$ cat config.mk
export PLATFORM = sky130hd
export DESIGN_NAME = aaq_sqrt_cell
export DESIGN_NICKNAME = d
export VERILOG_FILES = /design/src/rtl/aaq_pkg.sv /design/src/rtl/aaq_sqrt_cell.sv
export SDC_FILE = /design/constraint.sdc
export NUM_CORES = 1
export LEC_CHECK = 0
export BUFFER_PORTS_ARGS = -buffer_cell sky130_fd_sc_hd__buf_2
export CAP_MARGIN = 25
export CELL_PAD_IN_SITES_DETAIL_PLACEMENT = 1
export CELL_PAD_IN_SITES_GLOBAL_PLACEMENT = 1
export CORE_MARGIN = 2
export CORE_UTILIZATION = 30
export CTS_CLUSTER_DIAMETER = 50
export DETAILED_ROUTE_END_ITERATION = 10
export PLACE_DENSITY_LB_ADDON = 0.1
export SETUP_SLACK_MARGIN = 0.5
export SYNTH_ARGS = -nofsm -noshare
export SYNTH_HDL_FRONTEND = slang
export SYNTH_SLANG_ARGS = --single-unit
$ cat constraint.sdc
create_clock -name i_clk -period 6.9 [get_ports i_clk]
set_input_delay 1.38 -clock i_clk [delete_from_list [all_inputs] [get_ports i_clk]]
set_output_delay 1.38 -clock i_clk [all_outputs]
set_load 0.005 [all_outputs]
$ cat src/rtl/aaq_pkg.sv
// Shared constants, types and the arctangent table of the axis-angle to quaternion block.
// Used by every other file in rtl; depends on nothing.
package aaq_pkg;

    localparam int FIELD_W = 16;   // width of every payload field
    localparam int THETA_W = 36;   // signed angle with 32 fraction bits
    localparam int SUM_W   = 32;   // x^2 + y^2 + z^2
    localparam int LEN_W   = 32;   // axis length with 16 fraction bits
    localparam int REM_W   = 34;   // square root remainder
    localparam int SQ_N    = 32;   // one root bit per square root cell
    localparam int SMAG_W  = 32;   // sine magnitude with 30 fraction bits
    localparam int NUM_W   = 48;   // dividend width
    localparam int QB_N    = 14;   // quotient bits below the saturation point
    localparam int ATAN_N  = 24;

    localparam logic signed [THETA_W-1:0] HALF_PI_Q32 = 36'sd6746518852;
    localparam logic signed [THETA_W-1:0] PI_Q32      = 36'sd13493037705;
    localparam logic [63:0]               GAIN_Q32    = 64'd2608131497;
    localparam logic [FIELD_W-2:0]        Q14_MAX     = 15'd16384;

    typedef struct packed {
        logic [FIELD_W-1:0] amag_x;
        logic [FIELD_W-1:0] amag_y;
        logic [FIELD_W-1:0] amag_z;
        logic [2:0]         ax_neg;
        logic               zero;
        logic               flip;
    } t_front_sb;

    typedef struct packed {
        logic [FIELD_W-1:0] cw;
        logic [2:0]         out_neg;
        logic [2:0]         ovf;
        logic               zero;
    } t_back_sb;

    // atan(2^-i) with 32 fraction bits.
    function automatic logic [THETA_W-1:0] f_atan(input int unsigned idx);
        logic [THETA_W-1:0] v;
        case (idx)
            0:  v = 36'd3373259426;
            1:  v = 36'd1991351318;
            2:  v = 36'd1052175346;
            3:  v = 36'd534100635;
            4:  v = 36'd268086748;
            5:  v = 36'd134174063;
            6:  v = 36'd67103403;
            7:  v = 36'd33553749;
            8:  v = 36'd16777131;
            9:  v = 36'd8388597;
            10: v = 36'd4194303;
            11: v = 36'd2097152;
            12: v = 36'd1048576;
            13: v = 36'd524288;
            14: v = 36'd262144;
            15: v = 36'd131072;
            16: v = 36'd65536;
            17: v = 36'd32768;
            18: v = 36'd16384;
            19: v = 36'd8192;
            20: v = 36'd4096;
            21: v = 36'd2048;
            22: v = 36'd1024;
            23: v = 36'd512;
            default: v = '0;
        endcase
        return v;
    endfunction

endpackage

$ cat src/rtl/aaq_sqrt_cell.sv
// One bit of the digit-by-digit integer square root of the squared length times 2^32.
// Depends on aaq_pkg for widths.
module aaq_sqrt_cell import aaq_pkg::*; #(
    parameter int IDX = 0
) (
    input  logic               i_clk,
    input  logic               i_en,
    input  logic [SUM_W-1:0]   i_sum,
    input  logic [REM_W-1:0]   i_rem,
    input  logic [LEN_W-1:0]   i_root,
    output logic [SUM_W-1:0]   o_sum,
    output logic [REM_W-1:0]   o_rem,
    output logic [LEN_W-1:0]   o_root
);
    logic [1:0]       pair;
    logic [REM_W+1:0] remx, trial;
    logic             ge;
    logic [SUM_W-1:0] r_sum;
    logic [REM_W-1:0] r_rem;
    logic [LEN_W-1:0] r_root;

    // The low half of the radicand is all zeros.
    generate
        if (IDX < SUM_W / 2) begin : g_hi
            assign pair = i_sum[SUM_W-1-2*IDX -: 2];
        end else begin : g_lo
            assign pair = 2'b00;
        end
    endgenerate

    assign remx  = {i_rem, pair};
    assign trial = {2'b00, i_root, 2'b01};
    assign ge    = (remx >= trial);

    always_ff @(posedge i_clk) begin
        if (i_en) begin
            r_sum  <= i_sum;
            r_rem  <= ge ? REM_W'(remx - trial) : REM_W'(remx);
            r_root <= {i_root[LEN_W-2:0], ge};
        end
    end

    assign o_sum  = r_sum;
    assign o_rem  = r_rem;
    assign o_root = r_root;
endmodule

# After elaboration in Yosys (flattened, before gate mapping)
# Cells that the tools add are included.
[op_classes] n_addsub=1 order_cmp=1 mux=1
[ops] op="$ge A36 B34 Y1" n=1
[ops] op="$mux W34" n=1
[ops] op="$sub A34 B34 Y34" n=1
[word_totals] reg_bits=98 output_inout_bits=98 elab_cells=6

# Depth between registers and ports, before layout
[depth] ltp_word=2 depth_mapped=13 depth_no_buf=10

# Worst setup path before layout
# No wires, ideal clock.
[synth_path] kind="input to register" start="in i_root[9]" end="reg r_rem[27] (netlist: o_rem[27]), data pin" setup_time_ns=0.260 arrival_time_ns=3.362 required_ns=6.640 path_slack_ns=3.277 path_stages=10 n_path_buf=0 cell_sequence="inv_1 -> ha_1 -> a21o_1 -> a31o_1 -> a211oi_4 -> o211ai_2 -> a21bo_2 -> mux2i_1 -> o221ai_1 -> mux2_4"
[synth_between] elab_chain_cells=2 elab_cells_between_ends=3
[synth_rtl] element="start: declaration" line="aaq_sqrt_cell.sv:10" source="input logic [LEN_W-1:0] i_root,"
[synth_rtl] element="$sub A34 B34 Y34 / $ge A36 B34 Y1 (equally long branches)" line="aaq_sqrt_cell.sv:38, aaq_sqrt_cell.sv:33"
[synth_rtl] element="$mux W34 (*)" line="aaq_sqrt_cell.sv:38" source="r_rem <= ge ? REM_W'(remx - trial) : REM_W'(remx);"
[synth_rtl] element="end signal: assignment" line="aaq_sqrt_cell.sv:38"
[synth_rtl] element="end: declaration" line="aaq_sqrt_cell.sv:19" source="logic [REM_W-1:0] r_rem;"
# Mark *: on every way between the ends. The rest lies on a longest branch, timed or not.
# A chain may end at the register's enable or synchronous reset.

# Worst setup path after layout
[layout_path] start="in i_root[7]" end="reg r_rem[4] (netlist: o_rem[4]), data pin"
[layout_between] elab_chain_cells=2
[layout_rtl] element="$ge A36 B34 Y1" line="aaq_sqrt_cell.sv:33" source="assign ge = (remx >= trial);"
[layout_rtl] element="$mux W34" line="aaq_sqrt_cell.sv:38"
# Every way passes these cells.

==> metrics <==
Placed Cells incl. Taps 888; Critical Path Source i_root[7]; Synth async-reset ratio 0%; gpl congestion 0.828; WL final 14,300 µm; slowest stage delay, CP 0.56 ns; Initial Util 30.3%; mapped cell area 0.00540 mm²; Fillers 2,034; row count 49; Worst setup EP type register; largest net degree at the start of global routing 64; # hold bufs at CTS 0; root buf cell clkbuf_16; Avg Cell Area, Syn 11.4 µm²; DRT antenna net count 0; fin crit period 4.06 ns; Clock H-tree levels 3; initial antenna violation count 0; Tightest Pin Transition 0.797 ns; die width 138 µm; Clock transition at path regs 0.07 ns; Final nets 804; period utilization 58.8%; Post-Synthesis Cells 474; final setup vio count 0; Seq cells post-synth 98; largest area contributor in the netlist edfxtp_1; Iter 0 DRT Violations 120; Adder-Cell Fraction of Synth Area 7.88%; fraction of layout cells with a size suffix above 1 35.3%; status complete, no violations; maxcap violations 0; I/O pin count 198; Critical Path Fanout Max 35; average wire per standard cell 15.8 µm; type of origin of the critical path input pin; Core Util, Final 38.9%; Fmax 0.246 GHz; Crit path arrival time 4.15 ns; Final Slew Violations 0; critical path depth 10; slowest stage cell, crit path o21a_2; Seq/Total Area, Yosys 54.5%; Syn Nets 608; Crit path max-delay family compound AO/OA/AOI/OAI gates; CTS Buf Count 9; TritonRoute pass-1 iters 4; power per cell area 235 mW/mm²; DRC 0; Rel. slew slack 46.9%; DP HPWL 11,300 µm; leakage 3.05 nW; ys flop type edfxtp_1; die height 138 µm; crit path buf inv count 3; vias in the first global route 4,690; post-synthesis compound-gate area fraction 17.3%; full die area 0.0191 mm²; Synth Warn # 0; Area Growth Syn to Fin 28.1%; Synth Area in Simple Gates 10.4%; Bufs on Longest Clock Path 2; Synth Area in XOR/XNOR 4.38%; via count 4,294; RSZ-0062 raised after global routing no; number of distinct library cells after synthesis 60; Vias/cell 4.75; antenna cells 0; gr usage total 15.2%; Worst EP required 6.99 ns; Final Non-Filler Cells 904; main combinational cell family by area after synthesis compound AO/OA/AOI/OAI gates; Setup TNS Final 0 ns; post-synthesis mux area share 1.02%; Core ar. 0.0178 mm²; WS Path Type input pin to register; TritonCTS clock tree built; worst path cell trace buf_2, inv_1, ha_1, a21o_1, o41ai_2, o211ai_1, a211oi_1, o21a_2, buf_4, o21ai_0; Setup Buffers After CTS 0; WHS Path Cells 1; Post-CTS Resized 0; number of flops mapped to enable cells by yosys 98; Hold Vio Cnt, Final 0; top cell type's share of synthesized area 54.5%; Worst Setup EP o_rem[4]; global-route wire length before repair 23,700 µm; GRT overflow 0; Peak VDD IR 0.000114 V; Hold Path Class input pin to register; Port Buffers 197; largest cells by area after synthesis edfxtp_1 (55%), ha_1 (7.9%), nand2_1 (4.0%), o21ai_0 (3.8%), inv_1 (2.9%); Sink Count 98
[Yosys cell counts (5+ instances only)]
library cell	count
ha_1	34
a21oi_1	28
nand4_1	6
xor2_1	13
nor3_1	10
nand2b_1	5
buf_2	6
o21ai_0	41
inv_1	42
nand2_1	58
edfxtp_1	98
xnor2_1	14
nand3_1	6
nor2_1	18
a21o_1	19
[per-layer routing]
| layer | track usage [%] | vias up | wire [µm] |
|---|---|---|---|
| met1 | 20.7 | 2007 | 6800 |
| met4 | 4.83 | 0 | 153 |
| met2 | 24.1 | 146 | 6450 |
| met3 | 3.74 | 9 | 882 |
| li1 | - | 2132 | - |
| met5 | 0 | - | 0 |
[area by class of cell]
cell class,instances,area [µm²],area share [%]
clock buffer,9,225,3.26
multi-input combinational,319,2210,32.0
sequential,98,2940,42.6
tap,229,287,4.15
inverter,43,163,2.35
clock inverter,7,77.6,1.12
timing repair buffer,199,1000,14.5
[layout by cell type, fill, tap and decap left out, drive strengths merged, types with 3 or more instances in the layout]
cell type,synthesis,layout
nor2,18,18
nand3,6,6
xor2,13,13
clkbuf,7,9
ha,34,34
o211ai,3,3
a21o,20,20
and3,5,5
o31ai,5,5
nand2b,5,5
clkinvlp,0,3
mux2i,4,4
a21oi,28,28
nor3,10,10
and2,5,5
o41ai,3,3
buf,7,199
nand4,7,7
inv,42,44
nand2,58,58
edfxtp,98,98
xnor2,14,14
a31oi,5,5
o21a,3,3
o21ai,46,46
[worst min-delay path by stage]
stage | startpoint | end
3_5_place_dp | i_sum[25] | o_sum[25]
3_3_place_gp | i_sum[20] | o_sum[20]
6_report | i_sum[25] | o_sum[25]
2_1_floorplan | i_root[9] | o_root[10]
5_1_grt | i_sum[25] | o_sum[25]
4_1_cts | i_sum[25] | o_sum[25]
[report_power, final]
part / internal [mW] / switching [mW] / total (mW)
Clock: 0.285 / 0.238 / 0.522
Combinational: 0.155 / 0.196 / 0.351
Sequential: 0.734 / 0.0146 / 0.749
[registers in the layout (all words and copies together) (netlist names)]
signal and flops:
o_rem 34, o_root 32, o_sum 32
[per-stage QoR]
| stage | setup WS, ns | cell area [µm²] | total power, mW | hold WS, ns |
|---|---|---|---|---|
| after floorplan | 3.28 | 5400 | 0.962 | 1.48 |
| after global routing | 2.48 | 6910 | 1.71 | 1.18 |
| after CTS | 2.74 | 6910 | 1.65 | 1.19 |
| final | 2.84 | 6910 | 1.62 | 1.20 |
| after detailed placement | 2.36 | 6610 | 1.12 | 1.56 |
| after global placement | 2.50 | 6610 | 1.11 | 1.56 |
[cell families (layout without fill, tap and decap cells)]
family                     Yosys count  count (layout)
DFF                                 98              98
and+or+nand+nor                    120             120
xor gates and xnor gates            27              27
adders and majority gates           34              34
buffers and inverters               57             258
AOI/OAI and AO/OA                  133             133
muxes                                5               5
Note: power is estimated with default switching activity, not from simulation.
