--- src/rtl/aaq_pkg.sv ---
// Shared constants, types and the arctangent table of the axis-angle to quaternion block.
// Used by every other file in rtl; depends on nothing.
package aaq_pkg;

    localparam int FIELD_W = 16;   // width of every payload field
    localparam int THETA_W = 36;   // signed angle with 32 fraction bits
    localparam int SUM_W   = 32;   // x^2 + y^2 + z^2
    localparam int LEN_W   = 32;   // axis length with 16 fraction bits
    localparam int REM_W   = 34;   // square root remainder
    localparam int SQ_N    = 32;   // one root bit per square root cell
    localparam int SMAG_W  = 32;   // sine magnitude with 30 fraction bits
    localparam int NUM_W   = 48;   // dividend width
    localparam int QB_N    = 14;   // quotient bits below the saturation point
    localparam int ATAN_N  = 24;

    localparam logic signed [THETA_W-1:0] HALF_PI_Q32 = 36'sd6746518852;
    localparam logic signed [THETA_W-1:0] PI_Q32      = 36'sd13493037705;
    localparam logic [63:0]               GAIN_Q32    = 64'd2608131497;
    localparam logic [FIELD_W-2:0]        Q14_MAX     = 15'd16384;

    typedef struct packed {
        logic [FIELD_W-1:0] amag_x;
        logic [FIELD_W-1:0] amag_y;
        logic [FIELD_W-1:0] amag_z;
        logic [2:0]         ax_neg;
        logic               zero;
        logic               flip;
    } t_front_sb;

    typedef struct packed {
        logic [FIELD_W-1:0] cw;
        logic [2:0]         out_neg;
        logic [2:0]         ovf;
        logic               zero;
    } t_back_sb;

    // atan(2^-i) with 32 fraction bits.
    function automatic logic [THETA_W-1:0] f_atan(input int unsigned idx);
        logic [THETA_W-1:0] v;
        case (idx)
            0:  v = 36'd3373259426;
            1:  v = 36'd1991351318;
            2:  v = 36'd1052175346;
            3:  v = 36'd534100635;
            4:  v = 36'd268086748;
            5:  v = 36'd134174063;
            6:  v = 36'd67103403;
            7:  v = 36'd33553749;
            8:  v = 36'd16777131;
            9:  v = 36'd8388597;
            10: v = 36'd4194303;
            11: v = 36'd2097152;
            12: v = 36'd1048576;
            13: v = 36'd524288;
            14: v = 36'd262144;
            15: v = 36'd131072;
            16: v = 36'd65536;
            17: v = 36'd32768;
            18: v = 36'd16384;
            19: v = 36'd8192;
            20: v = 36'd4096;
            21: v = 36'd2048;
            22: v = 36'd1024;
            23: v = 36'd512;
            default: v = '0;
        endcase
        return v;
    endfunction

endpackage

--- src/rtl/aaq_cordic_cell.sv ---
// One rotation-mode CORDIC stage with its own output register.
// Depends on aaq_pkg for the arctangent table.
module aaq_cordic_cell import aaq_pkg::*; #(
    parameter int DW    = 16,
    parameter int STAGE = 0
) (
    input  logic                      i_clk,
    input  logic                      i_en,
    input  logic signed [DW+2:0]      i_x,
    input  logic signed [DW+2:0]      i_y,
    input  logic signed [THETA_W-1:0] i_z,
    output logic signed [DW+2:0]      o_x,
    output logic signed [DW+2:0]      o_y,
    output logic signed [THETA_W-1:0] o_z
);
    localparam logic signed [THETA_W-1:0] ATAN = signed'(f_atan(STAGE));

    logic signed [DW+2:0] dx, dy;
    logic signed [DW+2:0] r_x, r_y;
    logic signed [THETA_W-1:0] r_z;

    assign dx = i_y >>> STAGE;
    assign dy = i_x >>> STAGE;

    always_ff @(posedge i_clk) begin
        if (i_en) begin
            if (!i_z[THETA_W-1]) begin
                r_x <= i_x - dx;
                r_y <= i_y + dy;
                r_z <= i_z - ATAN;
            end else begin
                r_x <= i_x + dx;
                r_y <= i_y - dy;
                r_z <= i_z + ATAN;
            end
        end
    end

    assign o_x = r_x;
    assign o_y = r_y;
    assign o_z = r_z;
endmodule

--- config.mk ---
export PLATFORM = sky130hd
export DESIGN_NAME = aaq_cordic_cell
export DESIGN_NICKNAME = d
export VERILOG_FILES = /design/src/rtl/aaq_pkg.sv /design/src/rtl/aaq_cordic_cell.sv
export SDC_FILE = /design/constraint.sdc
export NUM_CORES = 1
export LEC_CHECK = 0
export ABC_AREA = 1
export BUFFER_PORTS_ARGS = -buffer_cell sky130_fd_sc_hd__buf_2
export CORE_MARGIN = 2
export CORE_UTILIZATION = 30
export CTS_CLUSTER_SIZE = 28
export DETAILED_ROUTE_END_ITERATION = 12
export GPL_TIMING_DRIVEN = 0
export PLACE_DENSITY = 0.54
export SYNTH_ARGS = -nofsm -noshare
export SYNTH_HDL_FRONTEND = slang
export SYNTH_SLANG_ARGS = --single-unit
--- constraint.sdc ---
create_clock -name i_clk -period 2.9 [get_ports i_clk]
set_input_delay 0.58 -clock i_clk [delete_from_list [all_inputs] [get_ports i_clk]]
set_output_delay 0.58 -clock i_clk [all_outputs]
set_load 0.005 [all_outputs]
# [Word-level counts from Yosys, hierarchy flattened]
# Index checks and enable logic that the tools add are counted.
[word_totals] in_bits=76 reg_bits=74 output_inout_bits=74
[op_classes] add_sub_neg=5 muxes=3
[op_table] cell="19-bit two-way mux" count=2
[op_table] cell="19-bit subtractor" count=2
[op_table] cell="36-bit by 33-bit adder with 36-bit output, second input constant" count=1
[op_table] cell="36-bit two-way mux" count=1
[op_table] cell="36-bit by 33-bit subtractor with 36-bit output, second input constant" count=1
[op_table] cell="19-bit adder" count=1

# [Logic depth before layout (Yosys ltp)]
# Gate-level depths: netlist (run 1).
[depth] ltp_word=2 depth_mapped=16 depth_no_buf=15

# [Least setup slack after synthesis (run 1)]
# Ideal clock, no wire load.
[synth_path] kind="in2reg" start="input port i_z[35]" end="register r_z[33] (netlist: o_z[33]), data pin" arrival_ns=2.324 setup_slack_ns=0.324 t_required_ns=2.648 setup_time_ns=0.252 cell_stages=14 path_buffers=2 cell_sequence="clkbuf_1 inv_2 buf_6 ha_1 or2_0 and2_4 nand2_1 nand2_2 nand3_1 nand2_1 nand2_1 nand2_1 nand2_1 nand2_1"
[synth_via] elab_chain_len=1
[synth_lines] item="start, declared" line_no="aaq_cordic_cell.sv:11" rtl="input logic signed [THETA_W-1:0] i_z,"
[synth_lines] item="36-bit two-way mux" line_no="aaq_cordic_cell.sv:27" rtl="if (!i_z[THETA_W-1]) begin"
[synth_lines] item="end signal, assigned" line_no="aaq_cordic_cell.sv:30" rtl="r_z <= i_z - ATAN;"
[synth_lines] item="end signal, assigned" line_no="aaq_cordic_cell.sv:34" rtl="r_z <= i_z + ATAN;"
[synth_lines] item="end, declared" line_no="aaq_cordic_cell.sv:20" rtl="logic signed [THETA_W-1:0] r_z;"
# Every way passes these cells.
# A chain may end at the register's enable or synchronous reset.

# [Worst setup path after layout (run 1)]
[layout_path] start="input port i_z[35]" end="register r_z[31] (netlist: o_z[31]), data pin"
# Same word-level chain as after synthesis.

==> metrics, run 1 <==
FP Rows just under 60; max-capacitance violation count 0; worst stage delay on the critical path between 0.3 and 0.4 ns; initial antenna violation count 0; 1st-iter DRT viols 497; setup_tns 0 ns; asr flop ratio synth 0%; post-route ant nets 0; top layer in use met4; Placed Instances roughly 1600; wire length on met1 10800 um; die width 165 um; Buffers & Inverters on Critical Path 3; minimum clock period about 2.8 ns; register area ~0.0022 mm2; Worst Hold Path EP o_z[0]; die footprint about 0.027 mm2; Data required, critical path roughly 3 ns; CP most frequent cell nand2_1; vias in the first global route between 7000 and 8000; Slew Limit Headroom between 60% and 70%; CTS Hold Bufs 0; vias after detailed routing ~7800; met2 WL post-DR roughly 12000 um; area delta synth->final 19.5%; Routed WL per cell 15.0 um; fillcell total around 2800; fin. max-slew vios 0; mapped cell area about 0.0078 mm2; Clock Pin Slew Worst Setup and Hold Paths 0.07 ns; CP endpoint kind register; crit-path cells buf_4 -> inv_2 -> buf_8 -> ha_1 -> a21oi_1 -> o21ai_0 -> a21oi_1 -> nor2_1 -> nor2_1 -> nand2_1 -> nand2_1 -> nand2_1; post-synthesis sequential area ratio between 20% and 30%; DRT Pass-1 Iters 5; Worst path slowest cell ha_1; pin count of the biggest net entering global routing a little over 70; Root Buffer clkbuf_16; Setup Crit Path Kind in2reg; I/O pin count 150; Final Hold Viols 0; H-Tree Depth 3; CP arrival 2.85 ns; layout cells sized above 1 between 10% and 20%; vias per cell around 4.8; RSZ-0062 raised after global routing false; Routed WL between 20000 and 25000 um; Worst Hold Slack a little over 0.4 ns; final non-filler cell total approximately 1600; Ant. Diodes 0; critical hold path startpoint i_z[0]; status finished, final reports clean; cell area power density 447 mW/mm2; YS warnings 0; Worst-Margin Slew 0.553 ns; worst vdd ir 0.265 mV; Synth Instances 1128; multi-input logic area 0.00488 mm2; cell leakage power 4.73 nW; post-CTS sizing 1; final setup fails 0; flops & latches, synth 73; Main synth FF type edfxtp_1; power after layout ~4.2 mW; count of different cell masters after synthesis 41; dpl hpwl ~20000 um; hold depth 1; nets about 1500; Max Buffers Root-to-Sink 2; global-route wire length before repair between 30000 and 40000 um; Synthesized Nets about 1300; CP Launch Type input port; Starting Density between 30% and 40%; CTS tree yes; min setup slack post-route roughly 0.14 ns; Core Area ~0.026 mm2; Post-CTS Setup Inserts 0; chip height around 170 um; Fmax achieved about 360 MHz; grt total ovfl 0; CTS Sinks 73; dpl ws -0.704 ns; CP top delay family buffers and inverters; metal3 WL 1190 um; EDFF count, synth 73; syn avg cell area 6.92 um2; Final Cycle Share roughly 95%; total global-route track usage a little under a fifth; HP Class in2reg; GP Congestion between 0.9 and 1; Worst Path Max Fanout 28; Port Buf Inserts ~150; CTS Buf Count 9; # DRC 0
[layer usage]
layer	vias up	track usage, %
met2	209	32.0
met5	-	0
li1	4040	-
met4	0	5.64
met3	29	2.15
met1	3506	22.8
[synthesized netlist by cell type (4+ instances only)]
| master | instances | share of area [%] |
|---|---|---|
| nand3_1 | 113 | 7.2 |
| nor2_2 | 6 | 0.48 |
| o21bai_1 | 10 | 0.96 |
| nor3_1 | 7 | 0.45 |
| buf_4 | 12 | 1.2 |
| nor4_1 | 5 | 0.40 |
| fa_1 | 4 | 1.0 |
| buf_2 | 5 | 0.32 |
| a21oi_1 | 89 | 5.7 |
| a21o_1 | 13 | 1.3 |
| o22ai_1 | 4 | 0.32 |
| inv_1 | 147 | 7.1 |
| nor2_1 | 101 | 4.9 |
| xor2_1 | 30 | 3.4 |
| nand2_1 | 320 | 15 |
| buf_6 | 4 | 0.58 |
| ha_1 | 87 | 14 |
| nand2_2 | 5 | 0.40 |
| edfxtp_1 | 73 | 28 |
| nand4_1 | 6 | 0.48 |
| o21ai_0 | 56 | 3.6 |
[stage by stage]
step / utilization (%) / area (um2)
2_1_floorplan: - / 7800
3_3_place_gp: 34.8 / 8970
3_5_place_dp: 34.9 / 9000
4_1_cts: 36.2 / 9320
5_1_grt: 36.2 / 9330
6_report: 36.2 / 9330
[worst max-delay path by stage]
stage	depth (start not counted)	end	start	slack, ns
after floorplan	14	o_z[33]	i_z[35]	0.32
after global routing	13	o_z[32]	i_z[35]	0.002
final	12	o_z[31]	i_z[35]	0.14
after global placement	15	o_z[27]	i_z[35]	-0.68
after CTS	13	o_z[27]	i_z[35]	0.18
after detailed placement	12	o_z[35]	i_z[35]	-0.70
[sequential cells by signal, summed over array words and instances, names as in the netlist]
signal	count
o_y	19
o_z	36
o_x	18
[layout by cell type (no fill, tap or decap), drive strengths merged]
cell type	instances
nand2	325
and2	2
xor2	30
nor4	5
nor3	9
o31ai	2
o22ai	4
clkinvlp	2
a21oi	91
nor4b	1
inv	150
a31oi	1
clkbuf	11
xnor2	3
bufinv	2
a21o	13
mux2i	1
edfxtp	73
or2	2
buf	171
a21boi	1
nor2	107
clkinv	2
fa	4
nand3	114
nand4	6
and3	1
ha	87
o211ai	3
o21a	1
o21bai	10
o21ai	59
[final cells by class]
type | count | share of cell area, %
Multi-Input combinational cell | 882 | 52.4
Sequential cell | 73 | 23.5
Timing Repair Buffer | 150 | 8.34
Inverter | 150 | 6.06
Tap cell | 335 | 4.49
Clock buffer | 10 | 2.45
Buffer | 22 | 1.80
Clock inverter | 6 | 0.992
[cells by family (layout without fill, tap and decap cells)]
kind of cell	after synthesis	after routing	share of synthesized area (%)
xor gates and xnor gates	33	33	3.70
and+or+nand+nor	572	572	30.7
buffers and inverters	173	338	9.39
AOI/OAI and AO/OA	185	185	13.0
DFF	73	73	28.1
adders and majority gates	91	91	15.0
muxes	1	1	0.128
[where the power goes]
part           switching, mW  total, mW  internal (mW)  leakage, nW
Sequential            0.0426       1.41           1.37        0.713
Clock                  0.481       1.24          0.757        0.149
Combinational          0.963       1.52          0.553         3.87
Power figures use the tool's default switching activity.
==> run 2: changes to the inputs <==
--- a/config.mk
+++ b/config.mk
@@ -7,12 +7,14 @@
 export LEC_CHECK = 0
 export ABC_AREA = 1
 export BUFFER_PORTS_ARGS = -buffer_cell sky130_fd_sc_hd__buf_2
+export CELL_PAD_IN_SITES_DETAIL_PLACEMENT = 1
+export CELL_PAD_IN_SITES_GLOBAL_PLACEMENT = 2
 export CORE_MARGIN = 2
 export CORE_UTILIZATION = 30
 export CTS_CLUSTER_SIZE = 28
 export DETAILED_ROUTE_END_ITERATION = 12
 export GPL_TIMING_DRIVEN = 0
-export PLACE_DENSITY = 0.54
+export PLACE_DENSITY = 0.84
 export SYNTH_ARGS = -nofsm -noshare
 export SYNTH_HDL_FRONTEND = slang
 export SYNTH_SLANG_ARGS = --single-unit
==> metrics, run 2 (synthesis gave the netlist of run 1 again) <==
vias in the first global route 8198 (+8.5%); Worst-Margin Slew 0.502 ns (-0.0507 ns); dpl ws -0.879 ns (-0.175 ns); Root Buffer clkbuf_16; power after layout 4.21 mW (+1.1%); global-route wire length before repair 41900 um (+10%); Worst Hold Path EP o_z[0]; post-route ant nets 0 (unchanged); Fmax achieved 378 MHz (+4.3%); fin. max-slew vios 0 (unchanged); multi-input logic area 0.00488 mm2 (unchanged); Clock Pin Slew Worst Setup and Hold Paths 0.07 ns (about the same); min setup slack post-route 0.256 ns (+0.114 ns); fillcell total 3350 (+20%); Slew Limit Headroom 66.5% (+3.7 points); initial antenna violation count 1 (+1); max-capacitance violation count 0 (unchanged); grt total ovfl 0 (unchanged); die width 165 um (unchanged); CTS Hold Bufs 0 (unchanged); vias after detailed routing 7963 (+2.3%); critical hold path startpoint i_z[0]; # DRC 0 (unchanged); Setup Crit Path Kind in2reg; I/O pin count 150 (unchanged); Core Area 0.0258 mm2 (unchanged); RSZ-0062 raised after global routing false; HP Class in2reg; CP endpoint kind register; 1st-iter DRT viols 407 (-18%); die footprint 0.0273 mm2 (unchanged); Data required, critical path 3.01 ns (about the same); Routed WL 26700 um (+9.8%); nets 1455 (unchanged); CP Launch Type input port; H-Tree Depth 3 (unchanged); most frequent cells in the layout 320 x nand2_1, 152 x buf_2, 147 x inv_1; CTS Sinks 73 (unchanged); cell area power density 451 mW/mm2 (+1.1%); final setup fails 0 (unchanged); Finished Cell Area 0.00933 mm2 (about the same); chip height 165 um (unchanged); CTS Buf Count 9 (unchanged); Worst Path Max Fanout 28 (unchanged); Final Hold Viols 0 (unchanged); area delta synth->final 19.6% (about the same); CP arrival 2.76 ns (-0.09 ns); Port Buf Inserts 149 (unchanged); Ant. Diodes 0 (unchanged); Post-Place Cell Area 0.00900 mm2 (unchanged); vias per cell 4.89 (+2.3%); FP Rows 59 (unchanged); register area 0.00219 mm2 (unchanged); Routed WL per cell 16.4 um (+9.8%); Max Buffers Root-to-Sink 2 (unchanged); worst vdd ir 0.205 mV (-23%); GP Congestion 0.868 (-7.4%); Final Cycle Share 91.2% (-3.9 points); dpl hpwl 22200 um (+9.9%); hold depth 1 (unchanged); CTS tree yes; max FFs per register 36 (unchanged); status finished, final reports clean; minimum clock period 2.64 ns (-0.114 ns); layout cells sized above 1 16.2% (+0.077 points); Util after Layout 36.2% (about the same); most common cell after layout, fill and taps aside nand2_1; pin count of the biggest net entering global routing 66 (-8.3%); Starting Density 30.3% (unchanged); total global-route track usage 19.9% (+1.9 points); cell leakage power 4.74 nW (+0.16%); DRT Pass-1 Iters 5 (unchanged)
[run 2: power by group]
group / total (mW) / switching (mW) / internal (mW)
Clock: 1.26 / 0.509 / 0.754
Combinational: 1.54 / 0.987 / 0.556
Sequential: 1.41 / 0.0377 / 1.37
Total: 4.21 / 1.53 / 2.68
[run 2: layer usage]
layer / vias up / global-route usage [%] / part of all wire [%]
met5: - / 0 / 0.049
met4: 2 / 5.64 / 2.0
met3: 38 / 1.97 / 3.9
met2: 164 / 36.7 / 50
met1: 3722 / 24.5 / 44
li1: 4037 / - / -
[run 2: cell type report]
type	count	share of cell area, %
clock buffer	9	2.41
multi-input combinational	882	52.3
clock inverter	7	1.02
buffer	22	1.80
tap	335	4.49
timing repair buffer	150	8.38
inverter	150	6.06
sequential	73	23.5
[run 2: worst max-delay path, stage by stage]
cell     delay (ns)
buf_6          0.17
inv_2          0.23
buf_8          0.29
ha_1           0.34
a21oi_1        0.26
o21ai_0        0.20
a21oi_1        0.27
nor2_1         0.08
nor2_1         0.13
nand2_1        0.07
nand2_1        0.07
nand2_1        0.05
[run 2: worst max-delay path by stage]
stage	start	to	slack [ns]	cells after the start
finish	i_z[35]	o_z[33]	0.26	12
global route	i_z[35]	o_z[33]	0.04	14
CTS	i_z[35]	o_z[33]	0.11	15
detailed placement	i_z[35]	o_z[35]	-0.88	12
global placement	i_z[35]	o_z[35]	-0.75	12
floorplan	i_z[35]	o_z[33]	0.32	14
[run 2: timing repair]
action	4_1_cts	5_1_grt
gates cloned	0	0
buffers inserted	0	0
setup endpoints to repair	27	9
gates resized for setup	2	2
[run 2: through the flow]
step           hold WS (ns)  instances  TNS [ns]
6_report              0.413       1628         0
5_1_grt               0.402       1628         0
4_1_cts               0.405       1628         0
3_5_place_dp          0.771       1613    -18.19
3_3_place_gp          0.756       1612    -17.03
2_1_floorplan         0.679       1128         0
