==> src/rtl/aaq_pkg.sv <==
// Shared constants, types and the arctangent table of the axis-angle to quaternion block.
// Used by every other file in rtl; depends on nothing.
package aaq_pkg;

    localparam int FIELD_W = 16;   // width of every payload field
    localparam int THETA_W = 36;   // signed angle with 32 fraction bits
    localparam int SUM_W   = 32;   // x^2 + y^2 + z^2
    localparam int LEN_W   = 32;   // axis length with 16 fraction bits
    localparam int REM_W   = 34;   // square root remainder
    localparam int SQ_N    = 32;   // one root bit per square root cell
    localparam int SMAG_W  = 32;   // sine magnitude with 30 fraction bits
    localparam int NUM_W   = 48;   // dividend width
    localparam int QB_N    = 14;   // quotient bits below the saturation point
    localparam int ATAN_N  = 24;

    localparam logic signed [THETA_W-1:0] HALF_PI_Q32 = 36'sd6746518852;
    localparam logic signed [THETA_W-1:0] PI_Q32      = 36'sd13493037705;
    localparam logic [63:0]               GAIN_Q32    = 64'd2608131497;
    localparam logic [FIELD_W-2:0]        Q14_MAX     = 15'd16384;

    typedef struct packed {
        logic [FIELD_W-1:0] amag_x;
        logic [FIELD_W-1:0] amag_y;
        logic [FIELD_W-1:0] amag_z;
        logic [2:0]         ax_neg;
        logic               zero;
        logic               flip;
    } t_front_sb;

    typedef struct packed {
        logic [FIELD_W-1:0] cw;
        logic [2:0]         out_neg;
        logic [2:0]         ovf;
        logic               zero;
    } t_back_sb;

    // atan(2^-i) with 32 fraction bits.
    function automatic logic [THETA_W-1:0] f_atan(input int unsigned idx);
        logic [THETA_W-1:0] v;
        case (idx)
            0:  v = 36'd3373259426;
            1:  v = 36'd1991351318;
            2:  v = 36'd1052175346;
            3:  v = 36'd534100635;
            4:  v = 36'd268086748;
            5:  v = 36'd134174063;
            6:  v = 36'd67103403;
            7:  v = 36'd33553749;
            8:  v = 36'd16777131;
            9:  v = 36'd8388597;
            10: v = 36'd4194303;
            11: v = 36'd2097152;
            12: v = 36'd1048576;
            13: v = 36'd524288;
            14: v = 36'd262144;
            15: v = 36'd131072;
            16: v = 36'd65536;
            17: v = 36'd32768;
            18: v = 36'd16384;
            19: v = 36'd8192;
            20: v = 36'd4096;
            21: v = 36'd2048;
            22: v = 36'd1024;
            23: v = 36'd512;
            default: v = '0;
        endcase
        return v;
    endfunction

endpackage

==> src/rtl/aaq_div_cell.sv <==
// One quotient bit of a restoring divide, for one vector lane.
// Depends on aaq_pkg for widths.
module aaq_div_cell import aaq_pkg::*; #(
    parameter int SH = 0
) (
    input  logic               i_clk,
    input  logic               i_en,
    input  logic [NUM_W-1:0]   i_rem,
    input  logic [QB_N-1:0]    i_q,
    input  logic [LEN_W-1:0]   i_d,
    output logic [NUM_W-1:0]   o_rem,
    output logic [QB_N-1:0]    o_q,
    output logic [LEN_W-1:0]   o_d
);
    logic [NUM_W-1:0] dsh;
    logic             ge;
    logic [QB_N-1:0]  n_q;
    logic [NUM_W-1:0] r_rem;
    logic [QB_N-1:0]  r_q;
    logic [LEN_W-1:0] r_d;

    assign dsh = NUM_W'(i_d) << SH;
    assign ge  = (i_rem >= dsh);

    always_comb begin
        n_q     = i_q;
        n_q[SH] = ge;
    end

    always_ff @(posedge i_clk) begin
        if (i_en) begin
            r_rem <= ge ? i_rem - dsh : i_rem;
            r_q   <= n_q;
            r_d   <= i_d;
        end
    end

    assign o_rem = r_rem;
    assign o_q   = r_q;
    assign o_d   = r_d;
endmodule

==> config.mk <==
export PLATFORM = sky130hd
export DESIGN_NAME = aaq_div_cell
export DESIGN_NICKNAME = d
export VERILOG_FILES = /design/src/rtl/aaq_pkg.sv /design/src/rtl/aaq_div_cell.sv
export SDC_FILE = /design/constraint.sdc
export NUM_CORES = 1
export LEC_CHECK = 0
export BUFFER_PORTS_ARGS = -buffer_cell sky130_fd_sc_hd__buf_2
export CORE_AREA = 2 2 153 155
export DETAILED_ROUTE_END_ITERATION = 16
export DIE_AREA = 0 0 155 157
export SYNTH_ARGS = -nofsm -noshare
export SYNTH_HDL_FRONTEND = slang
export SYNTH_SLANG_ARGS = --single-unit
==> constraint.sdc <==
create_clock -name i_clk -period 3.72 [get_ports i_clk]
set_clock_uncertainty 0.2 [all_clocks]
set_input_delay 0.558 -clock i_clk [delete_from_list [all_inputs] [get_ports i_clk]]
set_output_delay 0.558 -clock i_clk [all_outputs]
set_load 0.05 [all_outputs]
; After elaboration in Yosys (flattened, before gate mapping)
; Index checks and enable logic that the tools add are counted.
[totals]
out_inout_bits = 94
regBits = 94
word_cells = 6
[op_classes]
n_lt_le_gt_ge = 1
muxes = 1
addsub = 1
[op_table]
columns = op, n
row1 = 48-bit by 32-bit greater-or-equal comparator with 1-bit output, 1
row2 = 48-bit 2-to-1 mux, 1
row3 = 48-bit by 32-bit subtractor with 48-bit output, 1

; Logic depth before layout (Yosys ltp)
; Gate-level depths: netlist of the first run.
[logic_depth]
ltp_word = 2
depth_mapped = 12
depth_no_buf = 12

; Worst setup path after synthesis of the first run
; OpenSTA, ideal clock, no wires.
[synth_path]
kind = input -> register
start = input port i_d[24]
end = register r_rem[39] (netlist: o_rem[39]), data pin
setup_ps = 271
arrival_time_ps = 2733
required_time_ps = 3249
setup_slack_ps = 515
path_buffers = 2
stages = 11
path_cell_list = inv_1 ha_1 clkbuf_1 nand4_1 nor3_1 o21ai_0 a31oi_1 nor4_4 buf_2 nor4_1 xor2_1
[synth_between]
elab_chain_cells = 2
elab_cells_between_ends = 3
cone_classes = add/sub (1) / order compare (1) / mux (1)
[synth_lines]
columns = element, line
row1 = from (decl), aaq_div_cell.sv:10  ; input logic [LEN_W-1:0] i_d,
row2 = 48-bit by 32-bit subtractor with 48-bit output / 48-bit by 32-bit greater-or-equal comparator with 1-bit output (equally long branches), "aaq_div_cell.sv:32, aaq_div_cell.sv:23"
row3 = 48-bit 2-to-1 mux (*), aaq_div_cell.sv:32  ; r_rem <= ge ? i_rem - dsh : i_rem;
row4 = to (signal assigned), aaq_div_cell.sv:32
row5 = to (decl), aaq_div_cell.sv:18  ; logic [NUM_W-1:0] r_rem;
; Mark *: on every way between the ends. The rest lies on a longest branch, timed or not.
; A chain may end at the register's enable or synchronous reset.

; Worst setup path after layout of the first run
[layout_path]
start = input port i_rem[0]
end = register r_rem[47] (netlist: o_rem[47]), data pin
[layout_between]
elab_chain_cells = 2
elab_cells_between_ends = 3
cone_classes = add/sub (1) / order compare (1) / mux (1)
[layout_lines]
columns = element, line
row1 = from (decl), aaq_div_cell.sv:8  ; input logic [NUM_W-1:0] i_rem,
row2 = 48-bit by 32-bit subtractor with 48-bit output / 48-bit by 32-bit greater-or-equal comparator with 1-bit output (equally long branches), "aaq_div_cell.sv:32, aaq_div_cell.sv:23"
row3 = 48-bit 2-to-1 mux (*), aaq_div_cell.sv:32
; Marked as above.

==> impl_metrics.env, run 1 <==
export IMPL_status="completed"
export IMPL_synth_top_family_by_area="compound AO/OA/AOI/OAI gates"
export IMPL_worst_hold_slack_ps=179
export IMPL_coreArea_um2=22500
export IMPL_wl_um=16100
export IMPL_fin_nets=870
export IMPL_portBuffers=188
export IMPL_path_max_fanout=7
export IMPL_synthMuxAreaShare_pct=0.202
export IMPL_path_buf_inv=3
export IMPL_dieWidth_um=155
export IMPL_cts_resized_gates=0
export IMPL_drt_iter0_drc=203
export IMPL_yosys_cell_types_count=48
export IMPL_drc=0
export IMPL_firstDrtPassIters=4
export IMPL_synthXorXnorAreaFrac_pct=7.22
export IMPL_setup_tns_ps=0
export IMPL_yosys_warnings=0
export IMPL_maxSlewViolCount=0
export IMPL_met1_usage_pct=16.7
export IMPL_power_leakage_nw=3.12
export IMPL_setup_violations=0
export IMPL_maxCapViolCount=0
export IMPL_cts_hold_buffers=0
export IMPL_synth_main_ff_cell="edfxtp_1"
export IMPL_io_pins=190
export IMPL_timing_final_crit_share_pct=87.2
export IMPL_cts_sinks=94
export IMPL_synth_cells=543
export IMPL_syn_num_nets=672
export IMPL_grt_max_degree=53
export IMPL_cts_setup_buffers=0
export IMPL_start_kind="input port"
export IMPL_viasPerCell=4.57
export IMPL_rsz0062_at_grt="false"
export IMPL_synth_simple_area_share_pct=13.8
export IMPL_wl_per_cell_um=15.6
export IMPL_antenna_left=0
export IMPL_hp_class="input port to flop"
export IMPL_fp_dieH_um=157
export IMPL_critPathKind="input port to flop"
export IMPL_vias=4726
export IMPL_grtUsageMet2_pct=20.8
export IMPL_hpwl_um=12700
export IMPL_grt_overflow_total=0
export IMPL_cts_buffers=9
export IMPL_worstPathArrival_ps=3140
export IMPL_syn_to_final_growth_pct=29.6
export IMPL_cts_htree_levels=3
export IMPL_syn_avg_cell_area_um2=10.3
export IMPL_start_util_pct=24.8
export IMPL_slew_headroom_pct=59.0
export IMPL_synthAdderAreaFrac_pct=7.54
export IMPL_final_common_cell="buf_2"
export IMPL_yosysSeqAreaShare_pct=50.6
export IMPL_fill_cells=2379
export IMPL_endpoint_kind="flop"
export IMPL_rows=55
export IMPL_placed_cells=1015
export IMPL_critical_path_max_stage_delay_ps=400
export IMPL_power_mw=3.28
export IMPL_ir_drop_v=0.000177
export IMPL_path_cells="buf_2 -> inv_1 -> ha_1 -> fa_1 -> nand2b_1 -> a21oi_1 -> a41oi_1 -> a21oi_1 -> nor4_4 -> buf_4 -> or3_1 -> xnor2_1"
export IMPL_use_met3_pct=4.63
export IMPL_die_area_um2=24300
export IMPL_powerDensity_nw_per_um2=454
export IMPL_stdcell_count=1034
export IMPL_synth_edf_count=94
export IMPL_cp_required_ps=3620
export IMPL_synthArstFlopShare_pct=0
export IMPL_mostFrequentLayoutCells="187 x buf_2, 94 x edfxtp_1, 64 x a21oi_1, 50 x nor2_1, 43 x nand2_1"
export IMPL_cts_root_buf="clkbuf_16"
export IMPL_antenna_found_initial=3
export IMPL_path_delay_family="compound AO/OA/AOI/OAI gates"
export IMPL_grt_first_pass_wirelength_um=24400
export IMPL_worst_path_max_delay_cell="fa_1"
export IMPL_syn_cell_area_um2=5580
export IMPL_cts_tree="yes"
export IMPL_drive_gt1_share_pct=31.6
export IMPL_gp_congestion=0.841
export IMPL_cts_buffer_depth=2
export IMPL_path_clk_slew_ps=70
export IMPL_crit_top_cell="a21oi_1"
export IMPL_max_freq_mhz=308
export IMPL_hold_viol=0
export IMPL_tightest_slew_ps=615
export IMPL_busiest_layer="met2"
export IMPL_synth_seq_cells=94
export IMPL_synth_compound_area_share_pct=16.0
export IMPL_min_period_ps=3240
export IMPL_grt_pass1_vias=4611
export IMPL_grt_use_total_pct=13.0
[layer usage]
layer | part of all wire (%) | routed length [um]
met5 | 0.13 | 21
met4 | 1.0 | 165
met3 | 7.9 | 1270
met2 | 46 | 7370
met1 | 45 | 7280
[cell families (layout without fill, tap and decap cells)]
group / Yosys count / after routing
flip-flops: 94 / 94
XOR/XNOR: 46 / 46
buffers and inverters: 64 / 267
other: 0 / 3
AO/OA/AOI/OAI: 148 / 148
adder cells (fa/ha/maj): 33 / 33
multiplexers: 1 / 1
AND/OR/NAND/NOR: 157 / 157
[Yosys cell counts, drive strengths merged (2+ instances only)]
cell type | number | area, um2
a21oi | 64 | 320
a211oi | 5 | 37.5
o31ai | 2 | 20.0
edfxtp | 94 | 2820
xor2 | 23 | 201
and2 | 3 | 18.8
buf | 5 | 40.0
inv | 40 | 150
a41oi | 4 | 35.0
a21boi | 4 | 30.0
or4 | 5 | 37.5
nand2b | 3 | 18.8
nand4 | 10 | 62.6
and3 | 5 | 31.3
o21ai | 30 | 150
nor3 | 9 | 50.1
nand3b | 4 | 30.0
a31oi | 5 | 31.3
nor2 | 50 | 188
nor4 | 11 | 83.8
a31o | 5 | 43.8
o211ai | 2 | 15.0
xnor2 | 23 | 201
a21o | 14 | 105
or3 | 4 | 25.0
ha | 32 | 400
o21a | 2 | 15.0
nand3 | 6 | 30.0
o21bai | 6 | 45.0
nand2 | 43 | 161
clkbuf | 19 | 71.3
[through the flow]
| stage | util (%) | cell area (um2) | setup slack (ps) |
|---|---|---|---|
| 5_1_grt | 32.1 | 7220 | 202 |
| 3_3_place_gp | 30.9 | 6950 | 113 |
| 6_report | 32.1 | 7230 | 478 |
| 2_1_floorplan | - | 5580 | 515 |
| 3_5_place_dp | 30.9 | 6950 | 95.6 |
| 4_1_cts | 32.1 | 7220 | 456 |
[final timing paths]
kind | depth (start not counted) | endpoint | from | slack [ps]
hold / removal | 1 | o_q[5]$_DFFE_PP_ | i_q[5] | 180
setup / recovery | 12 | o_rem[47]$_DFFE_PP_ | i_rem[0] | 480
[where the power goes]
part | internal, mW | switching, mW | leakage (nW)
Clock | 0.452 | 0.415 | 0.130
Combinational | 0.313 | 0.767 | 2.07
Sequential | 1.31 | 0.0250 | 0.920
[registers in the layout, summed over array words and instances (netlist names)]
| register | flops |
|---|---|
| o_rem | 48 |
| o_d | 32 |
| o_q | 14 |
[layout make-up]
cell class	count	area (um2)	share of cell area (%)
Tap cell	285	357	4.94
Multi-Input combinational cell	385	2490	34.5
Sequential cell	94	2820	39.1
Timing Repair Buffer	211	1130	15.6
Clock buffer	10	229	3.17
Inverter	40	150	2.08
Clock inverter	6	38.8	0.537
Antenna cell	3	7.51	0.104
Note: power is estimated with default switching activity, not from simulation.
==> inputs of run 2 (changes only) <==
--- a/config.mk
+++ b/config.mk
@@ -6,9 +6,10 @@
 export NUM_CORES = 1
 export LEC_CHECK = 0
 export BUFFER_PORTS_ARGS = -buffer_cell sky130_fd_sc_hd__buf_2
-export CORE_AREA = 2 2 153 155
+export CORE_AREA = 2 2 115 117
 export DETAILED_ROUTE_END_ITERATION = 16
-export DIE_AREA = 0 0 155 157
+export DIE_AREA = 0 0 117 119
+export PLACE_DENSITY = 0.71
 export SYNTH_ARGS = -nofsm -noshare
 export SYNTH_HDL_FRONTEND = slang
 export SYNTH_SLANG_ARGS = --single-unit
==> run 2 against run 1 <==
Net effect: die area shrank 43%; final cell count decreased by 11%; core utilization up 23 points; routed wire length is 15% lower; highest routed layer is now met4; combinational power is essentially flat; sequential cell count is the same; design area decreased by 1.8%; via count up 0.70%; critical path depth decreased by 1.
==> impl_metrics.env, run 2 (synthesized netlist as in run 1, its figures left out) <==
export IMPL_status="completed"
export IMPL_fin_nets=865
export IMPL_syn_to_final_growth_pct=27.3
export IMPL_highest_layer="met4"
export IMPL_worst_path_max_delay_cell="or4_1"
export IMPL_powerDensity_nw_per_um2=479
export IMPL_m1WireLength_um=6390
export IMPL_power_frac_clock_pct=29.2
export IMPL_start_kind="input port"
export IMPL_antenna_cells=0
export IMPL_firstDrtPassIters=4
export IMPL_dr_wl_met2_um=6300
export IMPL_portBuffers=188
export IMPL_grt_overflow_total=0
export IMPL_maxCapViolCount=0
export IMPL_grt_use_total_pct=19.9
export IMPL_placed_cell_area_um2=6780
export IMPL_coreArea_um2=12900
export IMPL_wl_um=13700
export IMPL_tightest_slew_ps=522
export IMPL_critPathKind="input port to flop"
export IMPL_largest_register_ff_count=48
export IMPL_rsz0062_at_grt="false"
export IMPL_power_switching_mw=1.18
export IMPL_cts_htree_levels=3
export IMPL_dieWidth_um=117
export IMPL_cts_resized_gates=0
export IMPL_hold_viol=0
export IMPL_drc=0
export IMPL_postLayoutCellArea_um2=7100
export IMPL_die_area_um2=13900
export IMPL_final_common_cell="buf_2"
export IMPL_min_period_ps=3250
export IMPL_comb_power_share_pct=31.4
export IMPL_crit_top_cell="a21oi_1"
export IMPL_start_util_pct=43.3
export IMPL_drive_gt1_share_pct=31.3
export IMPL_hpwl_um=10900
export IMPL_path_clk_slew_ps=60
export IMPL_cp_required_ps=3600
export IMPL_whs_path_depth=1
export IMPL_cts_buffers=9
export IMPL_viasPerCell=5.19
export IMPL_p_int_mw=2.21
export IMPL_cts_hold_buffers=0
export IMPL_path_delay_family="simple AND/OR/NAND/NOR gates"
export IMPL_cts_sinks=94
export IMPL_endpoint_kind="flop"
export IMPL_rows=42
export IMPL_hp_class="input port to flop"
export IMPL_mostFrequentLayoutCells="187 x buf_2, 94 x edfxtp_1, 64 x a21oi_1, 50 x nor2_1, 43 x nand2_1"
export IMPL_ir_drop_v=0.000259
export IMPL_setup_violations=0
export IMPL_max_freq_mhz=307
export IMPL_timing_final_crit_share_pct=87.5
export IMPL_wl_per_cell_um=15.0
export IMPL_seq_power_share_pct=39.4
export IMPL_fp_dieH_um=119
export IMPL_maxSlewViolCount=0
export IMPL_path_max_fanout=9
export IMPL_slew_headroom_pct=65.0
export IMPL_power_leakage_nw=3.11
export IMPL_grt_first_pass_wirelength_um=21700
export IMPL_grt_pass1_vias=4510
export IMPL_grt_max_degree=38
export IMPL_io_pins=190
export IMPL_netSwitchingFraction_pct=34.9
export IMPL_cts_setup_buffers=0
export IMPL_path_buf_inv=2
export IMPL_vias=4759
export IMPL_cts_tree="yes"
export IMPL_cts_buffer_depth=2
export IMPL_gp_congestion=0.857
export IMPL_cts_root_buf="clkbuf_16"
export IMPL_wl_met3_um=769
export IMPL_worstPathArrival_ps=3140
export IMPL_antenna_found_initial=0
export IMPL_antenna_left=0
export IMPL_path_cells="buf_2 -> inv_1 -> ha_1 -> nand4_1 -> or4_1 -> a21oi_1 -> nand3b_1 -> a31oi_1 -> a21oi_1 -> nor4_1 -> xor2_1"
export IMPL_drt_iter0_drc=274
export IMPL_critical_path_max_stage_delay_ps=530
export IMPL_cp_depth=11
export IMPL_setup_tns_ps=0
run 2: routing by layer:
| layer | GRT usage (%) | up-vias |
|---|---|---|
| met5 | 0 | - |
| met4 | 7.57 | 0 |
| met3 | 3.56 | 16 |
| met2 | 30.9 | 163 |
| met1 | 27.8 | 2205 |
| li1 | - | 2375 |
run 2: per-stage QoR:
stage / hold slack [ps] / utilization, % / std cells / power (mW) / worst slack (ps)
6_report: 180 / 55.1 / 917 / 3.40 / 466
5_1_grt: 161 / 55.1 / 917 / 3.55 / 265
4_1_cts: 166 / 55.1 / 917 / 3.42 / 473
3_5_place_dp: 536 / 52.6 / 901 / 2.42 / 123
3_3_place_gp: 535 / 52.6 / 901 / 2.42 / 160
2_1_floorplan: 457 / - / 543 / 2.13 / 515
run 2: final timing paths:
kind,end,slack [ps],from
worst max-delay path,o_rem[39]$_DFFE_PP_,470,i_d[16]
worst min-delay path,o_q[5]$_DFFE_PP_,180,i_q[5]
run 2: power by group through the flow:
stage | clock network (mW) | logic (mW) | registers (mW)
2_1_floorplan | 0 | 0.349 | 1.78
3_3_place_gp | 0 | 1.06 | 1.36
3_5_place_dp | 0 | 1.06 | 1.36
4_1_cts | 1.02 | 1.07 | 1.34
5_1_grt | 1.05 | 1.14 | 1.35
6_report | 0.993 | 1.07 | 1.34
run 2: layout make-up:
class	count	area, um2
Clock buffer	10	229
Fill cell	1152	5780
Multi-Input combinational cell	385	2490
Tap cell	176	220
Sequential cell	94	2820
Clock inverter	6	92.6
Timing Repair Buffer	206	1090
Inverter	40	150
==> inputs of run 3 (changes only) <==
==> constraint.sdc (replaced) <==
create_clock -name i_clk -period 3.1 [get_ports i_clk]
set_clock_uncertainty 0.2 [all_clocks]
set_input_delay 0.465 -clock i_clk [delete_from_list [all_inputs] [get_ports i_clk]]
set_output_delay 0.465 -clock i_clk [all_outputs]
set_load 0.05 [all_outputs]
==> run 3 against run 2 <==
Net effect: total power up 24%; critical path depth up 1; sequential cell count unchanged; via count up 5.4%; die area unchanged; design area up 8.5%; sequential share of layout area down 3.1 points; largest cell class unchanged; highest routed layer unchanged.
==> impl_metrics.env, run 3 (synthesized netlist as in run 1, its figures left out) <==
export IMPL_setup_violations=0
export IMPL_path_clk_slew_ps=70
export IMPL_drive_gt1_share_pct=38.3
export IMPL_cts_buffers=9
export IMPL_maxCapViolCount=0
export IMPL_status="completed"
export IMPL_vias=5015
export IMPL_antenna_cells=0
export IMPL_cts_sinks=94
export IMPL_firstDrtPassIters=5
export IMPL_largest_register_ff_count=48
export IMPL_maxSlewViolCount=0
export IMPL_portBuffers=188
export IMPL_io_pins=190
export IMPL_slew_headroom_pct=60.5
export IMPL_critPathKind="input port to flop"
export IMPL_worst_path_max_delay_cell="or4_1"
export IMPL_final_common_cell="buf_2"
export IMPL_whs_path_depth=1
export IMPL_timing_final_crit_share_pct=97.8
export IMPL_stdcell_count=990
export IMPL_cts_buffer_depth=2
export IMPL_hold_start="i_q[1]"
export IMPL_fin_nets=938
export IMPL_coreArea_um2=12900
export IMPL_cts_hold_buffers=0
export IMPL_wl_um=14400
export IMPL_endpoint_kind="flop"
export IMPL_hpwl_um=11400
export IMPL_drt_iter0_drc=353
export IMPL_cp_required_ps=3000
export IMPL_antenna_left=0
export IMPL_setup_tns_ps=0
export IMPL_hp_class="input port to flop"
export IMPL_gp_congestion=0.898
export IMPL_rsz0062_at_grt="false"
export IMPL_critical_path_max_stage_delay_ps=550
export IMPL_ir_drop_v=0.000287
export IMPL_syn_to_final_growth_pct=38.1
export IMPL_dieWidth_um=117
export IMPL_fp_dieH_um=119
export IMPL_cts_tree="yes"
export IMPL_grt_max_degree=59
export IMPL_path_max_fanout=4
export IMPL_cts_htree_levels=3
export IMPL_cts_setup_buffers=0
export IMPL_cts_resized_gates=0
export IMPL_worstPathArrival_ps=2930
export IMPL_grt_use_total_pct=20.5
export IMPL_hold_viol=0
export IMPL_powerDensity_nw_per_um2=549
export IMPL_grt_pass1_vias=4866
export IMPL_path_cells="buf_2 -> inv_1 -> ha_1 -> nand4_1 -> or4_1 -> a21oi_1 -> or3_1 -> o21ai_0 -> buf_4 -> nor3_1 -> nor4_2 -> xor2_1"
export IMPL_viasPerCell=5.07
export IMPL_cts_root_buf="clkbuf_16"
export IMPL_placed_cell_area_um2=7340
export IMPL_fill_cells=1110
export IMPL_drc=0
export IMPL_start_kind="input port"
export IMPL_rows=42
export IMPL_min_to="o_q[1]$_DFFE_PP_"
export IMPL_min_period_ps=3030
export IMPL_start_util_pct=43.3
export IMPL_path_buf_inv=3
export IMPL_tightest_slew_ps=586
export IMPL_grt_overflow_total=0
export IMPL_max_freq_mhz=330
export IMPL_placed_cells=974
export IMPL_mostFrequentLayoutCells="187 x buf_2, 94 x edfxtp_1, 90 x buf_4, 62 x a21oi_1, 50 x nor2_1"
export IMPL_power_leakage_nw=3.48
export IMPL_antenna_found_initial=0
export IMPL_path_delay_family="simple AND/OR/NAND/NOR gates"
export IMPL_wl_per_cell_um=14.6
export IMPL_postLayoutCellArea_um2=7700
export IMPL_grt_first_pass_wirelength_um=22500
export IMPL_die_area_um2=13900
## run 3: routing by layer
layer  GRT usage, %  wire length, um  share of wire, %  vias to the layer above
met5              0                0                 0                        -
met4           8.16              283               2.0                        0
met3           4.27              863               6.0                       20
met2           32.4             6810                47                      180
met1           27.4             6470                45                     2302
li1               -                -                 -                     2513
## run 3: metrics by stage
step                      worst slack (ps)  hold WS (ps)  util (%)  power (mW)
after global routing                  5.42          76.9      59.8        4.39
after floorplan                       16.4           364         -        2.56
after detailed placement              -295           444      57.0        3.02
final                                 69.0          84.0      59.8        4.23
after CTS                             67.5          71.2      59.6        4.25
after global placement                -253           441      57.0        3.00
## run 3: worst max path at each step
stage	from	end	cells past startpoint
3_3_place_gp	i_rem[0]	o_rem[24]$_DFFE_PP_	13
3_5_place_dp	i_rem[0]	o_rem[46]$_DFFE_PP_	15
6_report	i_d[9]	o_rem[43]$_DFFE_PP_	12
2_1_floorplan	i_rem[0]	o_rem[39]$_DFFE_PP_	11
5_1_grt	i_d[9]	o_rem[43]$_DFFE_PP_	12
4_1_cts	i_rem[0]	o_rem[46]$_DFFE_PP_	15
## run 3: power by group
group          internal, mW  switching, mW  leakage [nW]  total [mW]
combinational         0.461          0.932          2.40        1.39
sequential             1.57         0.0351         0.920        1.61
clock                 0.717          0.506         0.157        1.22
total                  2.75           1.47          3.48        4.23
## run 3: area by class of cell
type	count	area, um2	area share [%]
Timing Repair Buffer	279	1650	21.4
Multi-Input combinational cell	385	2520	32.8
Clock buffer	9	225	2.92
Sequential cell	94	2820	36.7
Clock inverter	7	103	1.33
Tap cell	176	220	2.86
Inverter	40	153	1.98
